`src/rtl/iir_bandpass_cascade_macros.svh`:
```
// assertion macros for the band-pass cascade
// used by the top level of the block, no other dependencies
`ifndef IIR_BANDPASS_CASCADE_MACROS_SVH
`define IIR_BANDPASS_CASCADE_MACROS_SVH

// check a property on every rising edge, idle while reset is high
`define IIRBP_ASSERT(lbl, clk, rst, prop, msg) \
   lbl: assert property (@(posedge clk) disable iff (rst) prop) else $error(msg);

// check a property on every rising edge, reset included
`define IIRBP_ASSERT_ALWAYS(lbl, clk, prop, msg) \
   lbl: assert property (@(posedge clk) prop) else $error(msg);

`endif

```
`src/rtl/iirbp_pkg.sv`:
```
// shared types, constants and coefficient tables of the band-pass cascade
// no dependencies; coefficients are turned into fixed point at elaboration
package iirbp_pkg;

   localparam int MAX_TAPS            = 16;
   localparam int TAP_W               = $clog2(MAX_TAPS);
   localparam int DEF_HP_TAPS         = 6;
   localparam int DEF_LP_TAPS         = 7;
   localparam int DEF_COEF_FRAC_BITS  = 58;
   localparam int DEF_STATE_FRAC_BITS = 40;
   localparam int SAMPLE_W            = 16;
   localparam int WORD_W              = 64;
   localparam int ACC_W               = 128;

   // partial product selector of the shared multiplier
   localparam logic [1:0] PART_LO_LO = 2'd0;
   localparam logic [1:0] PART_LO_HI = 2'd1;
   localparam logic [1:0] PART_HI_LO = 2'd2;
   localparam logic [1:0] PART_HI_HI = 2'd3;

   // decimal coefficient: (neg ? -1 : 1) * mant * 10^-dexp
   typedef struct packed {
      logic        neg;
      logic [63:0] mant;
      logic [4:0]  dexp;
   } dcoef_type;

   typedef dcoef_type        dcoef_tab_type [MAX_TAPS];
   typedef logic [63:0]      coef_tab_type  [MAX_TAPS];

   // control from the sequencer to the multiply-accumulate unit
   typedef struct packed {
      logic       clear;
      logic       issue;
      logic       sub;
      logic [1:0] part;
   } mac_ctrl_type;

   localparam dcoef_type DZERO = '{neg: 1'b0, mant: 64'd0, dexp: 5'd0};

   localparam dcoef_tab_type HP_B_DEC = '{
      0: '{1'b0, 64'd9936059630099, 5'd13},
      1: '{1'b1, 64'd496802981505,  5'd11},
      2: '{1'b0, 64'd9936059630099, 5'd12},
      3: '{1'b1, 64'd9936059630099, 5'd12},
      4: '{1'b0, 64'd496802981505,  5'd11},
      5: '{1'b1, 64'd9936059630099, 5'd13},
      default: DZERO};

   localparam dcoef_tab_type HP_A_DEC = '{
      0: '{1'b0, 64'd1,             5'd0},
      1: '{1'b1, 64'd4987170880032, 5'd12},
      2: '{1'b0, 64'd994876577478,  5'd11},
      3: '{1'b1, 64'd9923271718397, 5'd12},
      4: '{1'b0, 64'd4948929633379, 5'd12},
      5: '{1'b1, 64'd9872528097289, 5'd13},
      default: DZERO};

   localparam dcoef_tab_type LP_B_DEC = '{
      0: '{1'b0, 64'd6594578622361, 5'd23},
      1: '{1'b0, 64'd3956747173417, 5'd22},
      2: '{1'b0, 64'd9891867933541, 5'd22},
      3: '{1'b0, 64'd1318915724472, 5'd21},
      4: '{1'b0, 64'd9891867933541, 5'd22},
      5: '{1'b0, 64'd3956747173417, 5'd22},
      6: '{1'b0, 64'd6594578622361, 5'd23},
      default: DZERO};

   localparam dcoef_tab_type LP_A_DEC = '{
      0: '{1'b0, 64'd1,             5'd0},
      1: '{1'b1, 64'd5842652126594, 5'd12},
      2: '{1'b0, 64'd1422559205773, 5'd11},
      3: '{1'b1, 64'd1847523699553, 5'd11},
      4: '{1'b0, 64'd1349869991173, 5'd11},
      5: '{1'b1, 64'd5260796021795, 5'd12},
      6: '{1'b0, 64'd8543931786795, 5'd13},
      default: DZERO};

   // round-half-up of |c| * 2^frac, saturated, sign applied last
   function automatic logic [63:0] coef_word(input dcoef_type c, input int frac);
      logic [127:0] v;
      logic [63:0]  mag;
      v = 128'(c.mant) << (frac + 1);
      for (int i = 0; i < 32; i++) begin
         if (i < int'(c.dexp)) begin
            v = v / 128'd10;
         end
      end
      v   = v + 128'd1;
      v   = v >> 1;
      mag = (v[127:63] != '0) ? 64'h7FFF_FFFF_FFFF_FFFF : v[63:0];
      return c.neg ? (64'd0 - mag) : mag;
   endfunction

   function automatic coef_tab_type coef_tab(input dcoef_tab_type d, input int frac);
      coef_tab_type t;
      for (int k = 0; k < MAX_TAPS; k++) begin
         t[k] = coef_word(d[k], frac);
      end
      return t;
   endfunction

endpackage

```
`src/rtl/iirbp_mac.sv`:
```
// shared multiply-accumulate unit: one signed 33x33 partial product a cycle
// four partials build an exact 64x64 product in a 128-bit accumulator; uses iirbp_pkg
module iirbp_mac (
   input  logic                    clock,
   input  logic                    reset,
   input  iirbp_pkg::mac_ctrl_type ctrl_i,
   input  logic [63:0]             coef_i,
   input  logic [63:0]             data_i,
   output logic [127:0]            acc_o
);
   import iirbp_pkg::*;

   logic signed [32:0]  op_a;
   logic signed [32:0]  op_b;
   logic signed [65:0]  prod_in, prod_ff;
   logic [1:0]          amt_in, amt_ff;
   logic                sub_in, sub_ff;
   logic                valid_in, valid_ff;
   logic [127:0]        ext;
   logic [127:0]        acc_in, acc_ff;

   // halves: low halves are unsigned, high halves carry the sign
   always_comb begin
      op_a = ctrl_i.part[1] ? {coef_i[63], coef_i[63:32]} : {1'b0, coef_i[31:0]};
      op_b = ctrl_i.part[0] ? {data_i[63], data_i[63:32]} : {1'b0, data_i[31:0]};
      prod_in  = op_a * op_b;
      sub_in   = ctrl_i.sub;
      valid_in = ctrl_i.issue;
      case (ctrl_i.part)
         PART_LO_LO: amt_in = 2'd0;
         PART_LO_HI: amt_in = 2'd1;
         PART_HI_LO: amt_in = 2'd1;
         PART_HI_HI: amt_in = 2'd2;
         default:    amt_in = 2'd0;
      endcase
   end

   // align the registered partial and fold it into the accumulator
   always_comb begin
      case (amt_ff)
         2'd0:    ext = {{62{prod_ff[65]}}, prod_ff};
         2'd1:    ext = {{30{prod_ff[65]}}, prod_ff, 32'd0};
         2'd2:    ext = {prod_ff[63:0], 64'd0};
         default: ext = '0;
      endcase
      if (ctrl_i.clear) begin
         acc_in = '0;
      end else if (valid_ff) begin
         acc_in = sub_ff ? (acc_ff - ext) : (acc_ff + ext);
      end else begin
         acc_in = acc_ff;
      end
   end

   // control registers
   always_ff @(posedge clock) begin
      if (reset) begin
         valid_ff <= 1'b0;
      end else begin
         valid_ff <= valid_in;
      end
   end

   // payload registers
   always_ff @(posedge clock) begin
      prod_ff <= prod_in;
      amt_ff  <= amt_in;
      sub_ff  <= sub_in;
      acc_ff  <= acc_in;
   end

   assign acc_o = acc_ff;

endmodule

```
`config.mk`:
```
export PLATFORM = sky130hd
export DESIGN_NAME = iirbp_mac
export DESIGN_NICKNAME = d
export VERILOG_FILES = /design/src/rtl/iir_bandpass_cascade_macros.svh /design/src/rtl/iirbp_pkg.sv /design/src/rtl/iirbp_mac.sv
export SDC_FILE = /design/constraint.sdc
export NUM_CORES = 2
export LEC_CHECK = 0
export ABC_AREA = 1
export BUFFER_PORTS_ARGS = -buffer_cell sky130_fd_sc_hd__buf_2
export CAP_MARGIN = 20
export CORE_MARGIN = 3
export CORE_UTILIZATION = 25
export DETAILED_ROUTE_END_ITERATION = 12
export GPL_TIMING_DRIVEN = 0
export PLACE_DENSITY = 0.42
export SYNTH_ARGS = -nofsm -noshare
export SYNTH_HDL_FRONTEND = slang
export SYNTH_SLANG_ARGS = --single-unit
```
`constraint.sdc`:
```
create_clock -name clock -period 9.92 [get_ports clock]
set_input_delay 1.984 -clock clock [delete_from_list [all_inputs] [get_ports clock]]
set_output_delay 1.984 -clock clock [all_outputs]
set_load 0.02 [all_outputs]
```
==> run metrics <==
router iterations before antenna repair 6; warnings from Yosys 0; top cell type's share of synthesized area 37.37%; gr usage total 27.14%; num ports 263; syn_nets 10,270; CP max-delay cell fa_1; Sink Count 198; gr ovfl total 0; DIE AREA 251,800 um^2; number of remaining DRC errors 0; Crit path top cell by count fa_1; clock tree buffer depth 2; clock root cell clkbuf_16; max capacitance violation total 0; RR Startpoint amt_ff[0]; # H-tree levels 4; Setup TNS 0 ps; post-detail-place hpwl 303,500 um; Worst Path Max Fanout 7; Compound-Gate Fraction of Synth Area 8.665%; starting density of the core 25.19%; TritonCTS clock tree built; number of CTS-inserted buffers 17; Worst Path Arrival 10,250 ps; GP Congestion 1.044; Critical Path End prod_ff[63]; Syn-to-layout area delta 15.09%; Synth cell types 57; # nets final 10,700; Filler cells 27,220; Layout Skew 16.38 ps; minimum clock period 9785 ps; first-pass GRT wire length 477,000 um; FF+latch count, synth 198; largest family of logic cells by synthesized area adder cells; num rows 181; total wire length 344,500 um; most common cell after layout, fill and taps aside inv_1; max_slew headroom 27.54%; cell taking the most area after synthesis fa_1; final core occ 28.99%; most frequent cells in the layout inv_1 (1,899), nand2_1 (1,487), nor2_1 (1,453), fa_1 (1,128), a21oi_1 (345); post-synthesis simple-gate area fraction 23.17%; WP data required 10,390 ps; sequential fraction of the synthesis area 6.451%; mux share of post-synthesis cell area 0%; cells after synthesis 8,640; Clock Latency Late Sink 570 ps; number of flops mapped to enable cells by yosys 0; Setup crit end kind flip-flop; synth top area cells fa_1 (37%), inv_1 (12%), nand2_1 (9.2%); vias in the first global route 62,650; wire length per cell 28.03 um; Max Fclk 0.1022 GHz; main flop type after synthesis dfxtp_1; worst r2r dst acc_o[110]; Via-to-Cell Ratio 4.860; share of cells above drive strength 1 10.59%; # port buffers 262; initial antenna violation count 13; type of origin of the critical path primary input; Synth Cell Area 61,440 um^2; Die H 501.8 um; post-synthesis xor/xnor area fraction 3.649%; critical path type primary input to flip-flop; FF+latch area 3964 um^2; Die W 501.8 um; R2R depth 32; Clock transition at path regs 90 ps; Hold Path Class flip-flop to flip-flop; outcome finished clean; final-report hold violation count 0; worst reg2reg setup slack 3420 ps; FFs w/ async S/R, synth 0%; ANT nets after route 0; Core ar. 243,900 um^2; Synth Area per Inst 7.112 um^2; Vias 59,720; Critical Path Start ctrl_i[1]; Tcrit/Tclk final 98.64%; Tightest Pin Transition 1075 ps; setup violators final 0; adder-cell share of the synthesized area 44.40%; Multi-input gate area 49,970 um^2; fin. max-slew vios 0; largest net degree at the start of global routing 27; CP peak stage delay 570 ps; 1st-iter DRT viols 5,278
[how the worst min path moves through the flow]
stage,slack [ps],to,from,depth (start not counted)
floorplan,570,acc_o[127],acc_o[127],2
global placement,590,acc_o[22],acc_o[22],4
detailed placement,590,acc_o[119],acc_o[119],4
CTS,610,acc_o[119],acc_o[119],4
global route,630,acc_o[119],acc_o[119],4
finish,600,acc_o[115],acc_o[115],4
[stage by stage]
| stage | hold WS (ps) | area [um^2] | setup WS, ps | std cells |
|---|---|---|---|---|
| detailed placement | 592.0 | 68160 | -3351 | 12190 |
| CTS | 606.5 | 69970 | 6.069 | 12260 |
| finish | 599.3 | 70720 | 134.7 | 12290 |
| global placement | 591.4 | 66770 | -4304 | 12100 |
| floorplan | 569.5 | 61450 | 22.68 | 8640 |
| global route | 633.1 | 70710 | -37.18 | 12290 |
[synthesized netlist by cell type (27+ instances only)]
cell      instances
nand3_1         284
nand2_1        1501
o21ai_0         360
nand4_1          54
xnor2_1          82
nor3_1           58
inv_1          1922
o21bai_1         29
clkbuf_1        220
a21oi_1         371
nor2_1         1467
fa_1           1147
or2_2            63
o211ai_1         27
ha_1            345
dfxtp_1         198
o21ai_1          62
xor2_1          174
[worst max-delay path, delay by kind of cell]
kind,cells,cell delay [ps]
adder cells (fa/ha/maj),9,4420
buffers and inverters,11,1730
AO/OA/AOI/OAI,1,170
AND/OR/NAND/NOR,15,1900
[flip-flops by register name, indices dropped and copies added (netlist names)]
register / cells
acc_o: 128
prod_ff: 66
amt_ff: 2
sub_ff: 1
valid_ff: 1
[layout make-up]
| cell class | count | area share, % |
|---|---|---|
| sequential | 198 | 5.605 |
| tap | 3202 | 5.665 |
| timing repair buffer | 423 | 4.611 |
| multi-input combinational | 6231 | 70.67 |
| clock buffer | 17 | 0.6016 |
| clock inverter | 15 | 0.2566 |
| inverter | 1952 | 10.58 |
| buffer | 249 | 2.010 |
| antenna | 2 | 0.007077 |
[logic make-up (layout without fill, tap and decap cells)]
logic type	after synthesis	count (layout)
compound gates	968	968
xor+xnor	256	256
fa+ha+maj	1492	1492
buf+inv	2211	2656
flops	198	198
other cells	0	2
simple gates	3515	3515
[metal layers]
layer  vias up  global-route usage (%)  share of wire (%)
met4         2                   16.43                7.4
met5         -                       0             0.0023
met3       658                   3.998                6.4
li1      26750                       -                  -
met1     29770                   33.66                 41
met2      2537                   44.48                 45
[what timing repair did]
action / in CTS / in global routing
gates resized for setup: 335 / 223
hold buffers: 0 / 0
buffers inserted: 40 / 32
pin swaps: 11 / 19
setup endpoints to repair: 49 / 35
Power is left out: the tool's default activity adds up to more than one toggle a clock period on the data nets, which glitch-free logic cannot reach.
