**src/rtl/iir_bandpass_cascade_macros.svh**
```systemverilog
// assertion macros for the band-pass cascade
// used by the top level of the block, no other dependencies
`ifndef IIR_BANDPASS_CASCADE_MACROS_SVH
`define IIR_BANDPASS_CASCADE_MACROS_SVH

// check a property on every rising edge, idle while reset is high
`define IIRBP_ASSERT(lbl, clk, rst, prop, msg) \
   lbl: assert property (@(posedge clk) disable iff (rst) prop) else $error(msg);

// check a property on every rising edge, reset included
`define IIRBP_ASSERT_ALWAYS(lbl, clk, prop, msg) \
   lbl: assert property (@(posedge clk) prop) else $error(msg);

`endif

```
**src/rtl/iirbp_pkg.sv**
```systemverilog
// shared types, constants and coefficient tables of the band-pass cascade
// no dependencies; coefficients are turned into fixed point at elaboration
package iirbp_pkg;

   localparam int MAX_TAPS            = 16;
   localparam int TAP_W               = $clog2(MAX_TAPS);
   localparam int DEF_HP_TAPS         = 6;
   localparam int DEF_LP_TAPS         = 7;
   localparam int DEF_COEF_FRAC_BITS  = 58;
   localparam int DEF_STATE_FRAC_BITS = 40;
   localparam int SAMPLE_W            = 16;
   localparam int WORD_W              = 64;
   localparam int ACC_W               = 128;

   // partial product selector of the shared multiplier
   localparam logic [1:0] PART_LO_LO = 2'd0;
   localparam logic [1:0] PART_LO_HI = 2'd1;
   localparam logic [1:0] PART_HI_LO = 2'd2;
   localparam logic [1:0] PART_HI_HI = 2'd3;

   // decimal coefficient: (neg ? -1 : 1) * mant * 10^-dexp
   typedef struct packed {
      logic        neg;
      logic [63:0] mant;
      logic [4:0]  dexp;
   } dcoef_type;

   typedef dcoef_type        dcoef_tab_type [MAX_TAPS];
   typedef logic [63:0]      coef_tab_type  [MAX_TAPS];

   // control from the sequencer to the multiply-accumulate unit
   typedef struct packed {
      logic       clear;
      logic       issue;
      logic       sub;
      logic [1:0] part;
   } mac_ctrl_type;

   localparam dcoef_type DZERO = '{neg: 1'b0, mant: 64'd0, dexp: 5'd0};

   localparam dcoef_tab_type HP_B_DEC = '{
      0: '{1'b0, 64'd9936059630099, 5'd13},
      1: '{1'b1, 64'd496802981505,  5'd11},
      2: '{1'b0, 64'd9936059630099, 5'd12},
      3: '{1'b1, 64'd9936059630099, 5'd12},
      4: '{1'b0, 64'd496802981505,  5'd11},
      5: '{1'b1, 64'd9936059630099, 5'd13},
      default: DZERO};

   localparam dcoef_tab_type HP_A_DEC = '{
      0: '{1'b0, 64'd1,             5'd0},
      1: '{1'b1, 64'd4987170880032, 5'd12},
      2: '{1'b0, 64'd994876577478,  5'd11},
      3: '{1'b1, 64'd9923271718397, 5'd12},
      4: '{1'b0, 64'd4948929633379, 5'd12},
      5: '{1'b1, 64'd9872528097289, 5'd13},
      default: DZERO};

   localparam dcoef_tab_type LP_B_DEC = '{
      0: '{1'b0, 64'd6594578622361, 5'd23},
      1: '{1'b0, 64'd3956747173417, 5'd22},
      2: '{1'b0, 64'd9891867933541, 5'd22},
      3: '{1'b0, 64'd1318915724472, 5'd21},
      4: '{1'b0, 64'd9891867933541, 5'd22},
      5: '{1'b0, 64'd3956747173417, 5'd22},
      6: '{1'b0, 64'd6594578622361, 5'd23},
      default: DZERO};

   localparam dcoef_tab_type LP_A_DEC = '{
      0: '{1'b0, 64'd1,             5'd0},
      1: '{1'b1, 64'd5842652126594, 5'd12},
      2: '{1'b0, 64'd1422559205773, 5'd11},
      3: '{1'b1, 64'd1847523699553, 5'd11},
      4: '{1'b0, 64'd1349869991173, 5'd11},
      5: '{1'b1, 64'd5260796021795, 5'd12},
      6: '{1'b0, 64'd8543931786795, 5'd13},
      default: DZERO};

   // round-half-up of |c| * 2^frac, saturated, sign applied last
   function automatic logic [63:0] coef_word(input dcoef_type c, input int frac);
      logic [127:0] v;
      logic [63:0]  mag;
      v = 128'(c.mant) << (frac + 1);
      for (int i = 0; i < 32; i++) begin
         if (i < int'(c.dexp)) begin
            v = v / 128'd10;
         end
      end
      v   = v + 128'd1;
      v   = v >> 1;
      mag = (v[127:63] != '0) ? 64'h7FFF_FFFF_FFFF_FFFF : v[63:0];
      return c.neg ? (64'd0 - mag) : mag;
   endfunction

   function automatic coef_tab_type coef_tab(input dcoef_tab_type d, input int frac);
      coef_tab_type t;
      for (int k = 0; k < MAX_TAPS; k++) begin
         t[k] = coef_word(d[k], frac);
      end
      return t;
   endfunction

endpackage

```
**src/rtl/iirbp_coef.sv**
```systemverilog
// coefficient lookup for both filter sections
// depends on iirbp_pkg for the decimal tables and the conversion function
module iirbp_coef #(
   parameter int COEF_FRAC_BITS = iirbp_pkg::DEF_COEF_FRAC_BITS
) (
   input  logic                       stage_i,   // 0 high-pass, 1 low-pass
   input  logic                       side_i,    // 0 feed-forward, 1 feedback
   input  logic [iirbp_pkg::TAP_W-1:0] tap_i,
   output logic [63:0]                coef_o
);
   import iirbp_pkg::*;

   localparam coef_tab_type HP_B = coef_tab(HP_B_DEC, COEF_FRAC_BITS);
   localparam coef_tab_type HP_A = coef_tab(HP_A_DEC, COEF_FRAC_BITS);
   localparam coef_tab_type LP_B = coef_tab(LP_B_DEC, COEF_FRAC_BITS);
   localparam coef_tab_type LP_A = coef_tab(LP_A_DEC, COEF_FRAC_BITS);

   // pick the table for the current section and side
   always_comb begin
      case ({stage_i, side_i})
         2'b00:   coef_o = HP_B[tap_i];
         2'b01:   coef_o = HP_A[tap_i];
         2'b10:   coef_o = LP_B[tap_i];
         2'b11:   coef_o = LP_A[tap_i];
         default: coef_o = '0;
      endcase
   end

endmodule

```
**config.mk**
```make
export PLATFORM = sky130hd
export DESIGN_NAME = iirbp_coef
export DESIGN_NICKNAME = d
export VERILOG_FILES = /design/src/rtl/iir_bandpass_cascade_macros.svh /design/src/rtl/iirbp_pkg.sv /design/src/rtl/iirbp_coef.sv
export SDC_FILE = /design/constraint.sdc
export NUM_CORES = 1
export LEC_CHECK = 0
export BUFFER_PORTS_ARGS = -buffer_cell sky130_fd_sc_hd__buf_2
export CAP_MARGIN = 20
export CORE_MARGIN = 2
export CORE_UTILIZATION = 46
export DETAILED_ROUTE_END_ITERATION = 12
export PLACE_DENSITY = 0.92
export SYNTH_ARGS = -nofsm -noshare
export SYNTH_HDL_FRONTEND = slang
export SYNTH_SLANG_ARGS = --single-unit
```
**constraint.sdc**
```tcl
create_clock -name vclk -period 1.5
set_input_delay 0.075 -clock vclk [all_inputs]
set_output_delay 0.075 -clock vclk [all_outputs]
set_load 0.02 [all_outputs]
```
==> flow_metrics.py, run 1 <==
metrics = {
    "drt": {
        "drc_errors": 0,
        "antenna_left": 0,
        "num_vias": 3053,
        "drt_first_pass_iters": 9,
        "wl_per_cell_um": 23.1,
        "vias_per_cell": 7.41,
        "drtIter0Drc": 900,
        "finalWirelength_um": 9540,
    },
    "logic_synthesis": {
        "syn_area_mm2": 0.00163,
        "ys_types": 49,
        "syn_nets": 276,
        "yosysSeqAreaShare_pct": 0,
        "avgSynthCellArea_um2": 6.30,
        "syn_inst": 259,
        "yosysWarningCount": 0,
    },
    "flow_run": {
        "maxCapViolations": 0,
    },
    "die": {
        "row_count": 21,
        "coreArea_mm2": 0.00336,
        "die-area_mm2": 0.00404,
        "ios": 70,
        "die_x_um": 63.6,
        "fp.dieH_um": 63.6,
        "start_util_pct": 48.5,
    },
    "sta": {
        "rsz0062_at_grt": "yes",
        "fmax_mhz": 636,
        "slew_viol_final": 0,
        "final_min_period_over_clock_period_pct": 105,
        "worst_slew_pin_slew_ns": 0.397,
        "hold_viol": 0,
        "max-slew-margin-rel_pct": 73.5,
        "layout_min_cycle_time_ns": 1.57,
        "fin_ws_ns": -0.0726,
        "tns_ns": -0.500,
        "timing.hold.ws_ns": 0.719,
        "setup_viol": 20,
    },
    "pwr": {
        "power_w": 0.000970,
        "power.density_mw_per_mm2": 367,
        "p_leak_nw": 1.36,
        "vdd_ir_drop_max_uv": 208,
    },
    "finish": {
        "fill_cells": 238,
        "design_area_mm2": 0.00264,
        "seq_cells": 0,
        "multi_input_area_mm2": 0.00164,
        "clkbuf_count": 0,
        "num_antenna_cells": 0,
        "layout-drive-gt1-share_pct": 48.4,
        "area_growth_syn_to_layout_pct": 61.7,
        "final-seq-area_um2": 0,
        "final_nets": 385,
    },
    "placement": {
        "routabilityCongestion": 1.10,
        "hpwl_um": 5960,
        "io_buffers": 70,
        "placed_area_mm2": 0.00240,
    },
    "global_route": {
        "gr-total-overflow": 0,
        "antenna_found_initial": 0,
        "grt_pass1_wl_um": 13000,
        "gr-usage-all-layers_pct": 40.1,
        "grt_max_degree": 36,
        "grt_pass1_vias": 2696,
    },
    "critical_path": {
        "startpoint_type": "primary input",
        "cp-end-kind": "primary output",
        "crit_type": "primary input to primary output",
        "required_ns": 1.42,
        "critPathArrivalTime_ns": 1.50,
        "critPathMaxFanout": 6,
    },
    "run_status": {
        "status": "complete, but fails checks",
        "failed_checks": "setup timing",
    },
    "worst_hold_path": {
        "hold_path.class": "primary input to primary output",
    },
    "clock_network": {
        "cts_hold_buffers": 0,
    },
}
## power breakdown
| group | internal, W | total (W) | switching, W |
|---|---|---|---|
| clock | 0 | 0 | 0 |
| sequential | 0 | 0 | 0 |
| combinational | 0.000369 | 0.000970 | 0.000601 |
| total | 0.000369 | 0.000970 | 0.000601 |
## metal layers
metal	up-vias	GRT usage (%)	wire (um)
met5	-	0	0
met3	139	8.21	1500
met1	1327	48.1	3150
met2	407	64.9	3960
met4	0	24.7	920
li1	1180	-	-
## critical path, stage by stage
cell,delay [ns]
buf_8,0.10
buf_6,0.12
ha_4,0.18
or3b_4,0.43
buf_4,0.16
nand3b_1,0.11
nand4_1,0.13
buf_4,0.19
## worst paths after layout
| check | from | endpoint | slack (ns) | depth (start not counted) |
|---|---|---|---|---|
| setup / recovery | tap_i[1] | coef_o[10] | -0.07 | 8 |
| hold / removal | tap_i[2] | coef_o[45] | 0.72 | 4 |
## timing repair
action                                  in CTS  in global routing
gates resized for setup                     15                 33
setup buffers                                0                  4
hold endpoints to repair                     0                  0
pin swaps                                    0                  7
endpoints found under the setup margin      38                 49
## cell usage after synthesis (all sizes together) (2+ instances only)
cell | instances | share of area (%)
a32oi | 3 | 1.6
mux2 | 4 | 2.8
o311ai | 3 | 1.6
o22ai | 2 | 0.77
nand2 | 36 | 8.4
or2 | 3 | 1.2
buf | 19 | 7.5
and2 | 5 | 1.9
nand3 | 30 | 9.5
o2111ai | 4 | 2.1
clkbuf | 6 | 1.4
nand4 | 13 | 5.0
a21oi | 2 | 0.61
nor3b | 3 | 2.4
nand2b | 11 | 4.2
o21ai | 34 | 10
nor2b | 12 | 4.6
nand3b | 2 | 0.92
mux2i | 3 | 1.8
nor3 | 4 | 1.9
inv | 7 | 1.6
o211ai | 11 | 5.7
ha | 11 | 8.4
a211oi | 2 | 0.92
a31oi | 3 | 1.2
nor2 | 11 | 2.5
a22oi | 2 | 0.92
## layout make-up
class,instances,share of cell area (%)
repair buffers,132,34.6
well taps,46,2.18
multi-input cells,227,62.1
inverters,7,1.09
## kinds of logic (layout without fill, tap and decap cells)
group                    count (synthesis)  in the layout  share of synthesized area, %
AO/OA/AOI/OAI                           73             73                          29.6
adder cells (fa/ha/maj)                 11             11                          8.44
AND/OR/NAND/NOR                        136            136                          46.9
buffers and inverters                   32            139                          10.5
multiplexers                             7              7                          4.60
## layout by cell type, fill, tap and decap left out, types with 2 or more instances in the layout
cell type and count:
o22ai_1 2, mux2i_1 2, nand2_2 2, and2_1 5, buf_4 61, nor2_1 10, mux2_2 4, or2_1 3
inv_1 5, o211ai_1 9, a211oi_1 2, a21oi_1 2, o21ai_0 12, o21ai_2 10, o2111ai_1 3, a32oi_1 3
nor3_1 3, buf_2 62, nand4_1 13, nor2b_2 3, ha_4 3, nand3_1 29, nand3b_1 2, o21ai_1 11
a31oi_1 3, ha_1 7, nand2_1 33, buf_12 5, nand2b_1 11, nor2b_1 9, buf_6 2, o311ai_1 2
## metrics by stage
stage / setup slack (ns) / std cells / utilization (%)
5_1_grt: -0.116 / 412 / 78.5
6_report: -0.0726 / 412 / 78.5
3_5_place_dp: -0.111 / 408 / 71.5
4_1_cts: -0.000275 / 408 / 72.9
2_1_floorplan: -0.0748 / 259 / -
3_3_place_gp: -0.0790 / 408 / 71.5
No activity file was read; power rests on OpenSTA's default activity.
==> run 2: changes to the inputs <==
Settings changed: ABC_AREA set to 1, CORE_UTILIZATION 46 to 44.
==> run 2 against run 1 <==
The run still ends with setup timing left. Area after synthesis down 18%. Setup slack improved by 0.060 ns. Clock-buffer cell count unchanged. Core utilization is 7.2 points lower. Die area down 13%. Maximum frequency up 3.9%. Hold slack worse by 0.034 ns. Synthesized cell count grew 6.9%. Non-clock buffer count decreased by 23. Largest power group unchanged.
==> flow_metrics.py, run 2 <==
metrics = {
    "finish": {
        "fin_cells": 409,
        "layout_common_cells": "nand2_1, nand3_1, buf_2, buf_4, nor2_1",
        "area_growth_syn_to_layout_pct": 57.8,
        "num_antenna_cells": 0,
        "final-seq-area_um2": 0,
        "design_area_mm2": 0.00212,
        "seq_cells": 0,
        "final_nets": 395,
        "final_common_cell": "nand2_1",
        "clkbuf_count": 0,
        "layout-drive-gt1-share_pct": 39.4,
    },
    "drt": {
        "antenna_left": 0,
        "drtIter0Drc": 449,
        "wl_per_cell_um": 17.0,
        "finalWirelength_um": 6970,
        "drt_first_pass_iters": 8,
        "drc_errors": 0,
        "vias_per_cell": 6.09,
        "num_vias": 2490,
    },
    "sta": {
        "setup_viol": 3,
        "slew_viol_final": 0,
        "fin_ws_ns": -0.0128,
        "rsz0062_at_grt": "yes",
        "layout_min_cycle_time_ns": 1.51,
        "timing.hold.ws_ns": 0.685,
        "fmax_mhz": 661,
        "hold_viol": 0,
        "worst_slew_pin_slew_ns": 0.451,
        "max-slew-margin-rel_pct": 69.9,
        "final_min_period_over_clock_period_pct": 101,
    },
    "critical_path": {
        "slowest_stage": "ha_1",
        "crit_family": "buffers and inverters",
        "cp_cell_sequence": "buf_2, inv_2, ha_1, nor2_1, inv_1, nand3_1, nand2_2, inv_1, nand2_1, buf_2",
        "critPathBufInv": 5,
        "critPathMaxFanout": 5,
        "max_stage_delay_ns": 0.34,
        "startpoint_type": "primary input",
        "critPathArrivalTime_ns": 1.44,
        "required_ns": 1.42,
        "crit_type": "primary input to primary output",
        "cp-end-kind": "primary output",
    },
    "flow_run": {
        "maxCapViolations": 0,
    },
    "pwr": {
        "swShare_pct": 65.9,
        "p_int_w": 0.000286,
        "power.density_mw_per_mm2": 396,
        "power_frac_comb_pct": 100.0,
        "p_leak_nw": 1.35,
        "power_w": 0.000840,
        "power_frac_seq_pct": 0,
        "power_frac_clock_pct": 0,
        "vdd_ir_drop_max_uv": 249,
        "p_switching_w": 0.000554,
    },
    "die": {
        "die-area_mm2": 0.00351,
        "row_count": 20,
        "fp.dieH_um": 59.3,
        "die_x_um": 59.3,
        "coreArea_mm2": 0.00298,
        "start_util_pct": 45.1,
        "ios": 70,
    },
    "placement": {
        "dp_cells": 409,
        "placed_area_mm2": 0.00201,
        "hpwl_um": 5550,
        "io_buffers": 70,
        "routabilityCongestion": 1.14,
    },
    "logic_synthesis": {
        "ys_types": 19,
        "yosysWarningCount": 0,
        "synthTopCellsByCount": "nand2_1, nand3_1, nor2_1",
        "avgSynthCellArea_um2": 4.85,
        "syn_area_mm2": 0.00134,
        "yosysSeqAreaShare_pct": 0,
        "syn_inst": 277,
        "syn_nets": 294,
        "synth_top_area_share_pct": 27.2,
        "yosysMostFrequentCell": "nand2_1",
        "yosysTopAreaCell": "nand3_1",
        "synth_area_leaders": "nand3_1, nand2_1, nor2_1, ha_1, nand4_1",
    },
    "global_route": {
        "gr-usage-all-layers_pct": 39.3,
        "antenna_found_initial": 0,
        "gr-total-overflow": 0,
        "grt_pass1_vias": 2121,
        "grt_pass1_wl_um": 10400,
        "grt_max_degree": 20,
    },
    "worst_hold_path": {
        "hold_path.class": "primary input to primary output",
    },
    "clock_network": {
        "cts_setup_buffers": 0,
        "cts_hold_buffers": 0,
    },
    "run_status": {
        "status": "complete, but fails checks",
        "failed_checks": "setup timing",
    },
}
run 2: cell count changes after synthesis, sizes merged, moves of 6 or more:
cell    before  now
nand3       30   73
buf         19    9
nand4       13   19
nor2        11   42
o21ai       34    3
nand2b      11    0
nand2       36   85
nor2b       12    0
inv          7   29
o211ai      11    2
run 2: final timing paths:
check	start	end	slack [ns]	depth (start not counted)
max	tap_i[0]	coef_o[57]	-0.01	10
min	side_i	coef_o[25]	0.68	4
run 2: cell type report:
cell class / instances / area [um^2]
inverter: 29 / 109
timing repair buffer: 109 / 711
fill: 306 / 857
tap: 33 / 41.3
multi-input combinational: 238 / 1260
run 2: power by group through the flow:
stage | combinational [W] | sequential [W] | clock (W)
floorplan | 0.000470 | 0 | 0
global placement | 0.000777 | 0 | 0
detailed placement | 0.000782 | 0 | 0
CTS | 0.000785 | 0 | 0
global route | 0.000892 | 0 | 0
finish | 0.000840 | 0 | 0
run 2: cell families after synthesis:
family | Yosys count | synth area share (%)
AND/OR/NAND/NOR | 220 | 73.4
buffers and inverters | 39 | 13.1
adder cells (fa/ha/maj) | 11 | 10.2
AO/OA/AOI/OAI | 7 | 3.26
run 2: layer usage:
layer | GRT usage [%] | wire length [um] | up-vias
li1 | - | - | 1125
met1 | 52.9 | 2530 | 1083
met2 | 61.4 | 2970 | 236
met3 | 5.02 | 1080 | 46
met4 | 18.5 | 391 | 0
met5 | 0 | 0 | -
run 2: timing repair:
action                     4_1_cts  5_1_grt
gates resized for setup          1       36
pin swaps                        0        0
setup endpoints to repair        8       51
run 2: through the flow:
step / setup TNS [ns] / setup slack [ns] / util (%)
final: -0.0290 / -0.0128 / 71.2
after global placement: -0.00592 / -0.00584 / 67.5
after global routing: -0.402 / -0.0558 / 71.2
after floorplan: 0 / 0.00466 / -
after CTS: 0 / 0.00128 / 67.7
after detailed placement: -0.184 / -0.0437 / 67.5
==> run 3: changes to the inputs <==
Settings changed: CORE_UTILIZATION 44 to 49, PLACE_DENSITY 0.92 to 0.95.
Clock period 1.5 ns to 1.6 ns, I/O delays scaled along.
==> run 3 against run 2 <==
The flow now finishes without violations. Critical path type unchanged. Global-route usage down 2.6 points. Largest power group unchanged. First-iteration DRC count shrank 25%. Hold slack lost 0.080 ns. Sequential share of layout area did not move.
==> flow_metrics.py, run 3 (synthesized netlist as in run 2, its figures left out) <==
metrics = {
    "run_status": {
        "status": "finished, final reports clean",
    },
    "finish": {
        "num_antenna_cells": 0,
        "layout-drive-gt1-share_pct": 30.1,
        "final_nets": 374,
        "fill_cells": 216,
        "seq_cells": 0,
        "area_growth_syn_to_layout_pct": 36.1,
        "clkbuf_count": 0,
        "fin_util_pct": 71.9,
        "final_common_cell": "nand2_1",
        "layout_common_cells": "nand2_1, nand3_1, buf_2, nor2_1, inv_1",
        "final-seq-area_um2": 0,
        "design_area_mm2": 0.00183,
    },
    "critical_path": {
        "critPathBufInv": 5,
        "startpoint_type": "primary input",
        "critPathArrivalTime_ns": 1.50,
        "cp_cell_sequence": "buf_2, inv_1, buf_4, ha_1, nand2_1, nand2_1, nand2_1, inv_1, nand2_1, nand3_1, buf_2",
        "max_stage_delay_ns": 0.24,
        "path_common_cell": "nand2_1",
        "required_ns": 1.52,
        "slowest_stage": "ha_1",
        "crit_family": "buffers and inverters",
        "crit_type": "primary input to primary output",
        "critPathMaxFanout": 4,
        "cp-end-kind": "primary output",
    },
    "sta": {
        "setup_viol": 0,
        "layout_min_cycle_time_ns": 1.58,
        "worst_slew_pin_slew_ns": 0.412,
        "tns_ns": 0,
        "final_min_period_over_clock_period_pct": 98.6,
        "hold_viol": 0,
        "rsz0062_at_grt": "yes",
        "max-slew-margin-rel_pct": 72.4,
        "fmax_mhz": 634,
        "fin_ws_ns": 0.0231,
        "slew_viol_final": 0,
    },
    "global_route": {
        "gr-total-overflow": 0,
        "grt_pass1_wl_um": 9550,
        "grt_max_degree": 19,
        "grt_pass1_vias": 2103,
        "antenna_found_initial": 0,
        "gr-usage-all-layers_pct": 36.7,
    },
    "flow_run": {
        "maxCapViolations": 0,
    },
    "drt": {
        "drt_first_pass_iters": 8,
        "wl_per_cell_um": 16.2,
        "finalWirelength_um": 6230,
        "antenna_left": 0,
        "drtIter0Drc": 338,
        "num_vias": 2478,
        "vias_per_cell": 6.44,
        "drc_errors": 0,
    },
    "die": {
        "fp.dieH_um": 56.4,
        "die_x_um": 56.4,
        "start_util_pct": 52.8,
        "row_count": 18,
        "coreArea_mm2": 0.00254,
        "die-area_mm2": 0.00318,
        "ios": 70,
    },
    "placement": {
        "preCtsSetupSlack_ns": 0.0191,
        "hpwl_um": 4680,
        "io_buffers": 70,
        "placed_area_mm2": 0.00180,
        "routabilityCongestion": 1.18,
    },
    "worst_hold_path": {
        "worstHoldEndpoint": "coef_o[25]",
        "hold_path.class": "primary input to primary output",
        "worstHoldPathCells": 3,
        "min_from": "side_i",
    },
    "pwr": {
        "vdd_ir_drop_max_uv": 244,
        "power_w": 0.000703,
        "power.density_mw_per_mm2": 384,
        "p_leak_nw": 1.23,
    },
    "clock_network": {
        "cts_setup_buffers": 0,
        "cts_hold_buffers": 0,
    },
}
-- run 3: through the flow --
step                hold WS (ns)  cells
floorplan                  0.445    277
global placement           0.592    385
detailed placement         0.604    385
CTS                        0.605    385
global route               0.643    385
finish                     0.604    385
-- run 3: power by group --
group | leakage, nW | internal (W) | switching, W
sequential | 0 | 0 | 0
clock | 0 | 0 | 0
combinational | 1.23 | 0.000211 | 0.000491
total | 1.23 | 0.000211 | 0.000491
-- run 3: layer usage --
metal,vias to the layer above,wire length (um),track usage [%]
li1,1087,-,-
met3,91,1180,6.68
met2,303,2500,56.1
met4,0,561,17.7
met5,-,0,0
met1,997,1990,49.2
-- run 3: how the worst max path moves through the flow --
stage,startpoint,to,cells after the start
final,tap_i[1],coef_o[6],11
after global routing,tap_i[1],coef_o[6],11
after CTS,tap_i[0],coef_o[58],8
after detailed placement,tap_i[0],coef_o[58],8
after global placement,tap_i[0],coef_o[58],8
after floorplan,tap_i[0],coef_o[5],7
-- run 3: final cells by class --
| cell class | instances | area (um^2) | area share, % |
|---|---|---|---|
| multi-input combinational | 238 | 1200 | 65.5 |
| timing repair buffer | 88 | 485 | 26.5 |
| inverter | 29 | 109 | 5.95 |
| tap | 30 | 37.5 | 2.05 |
-- run 3: repair_timing --
action                     in CTS  in global routing
setup endpoints to repair       0                 23
gates resized for setup         0                  9
hold endpoints to repair        0                  0
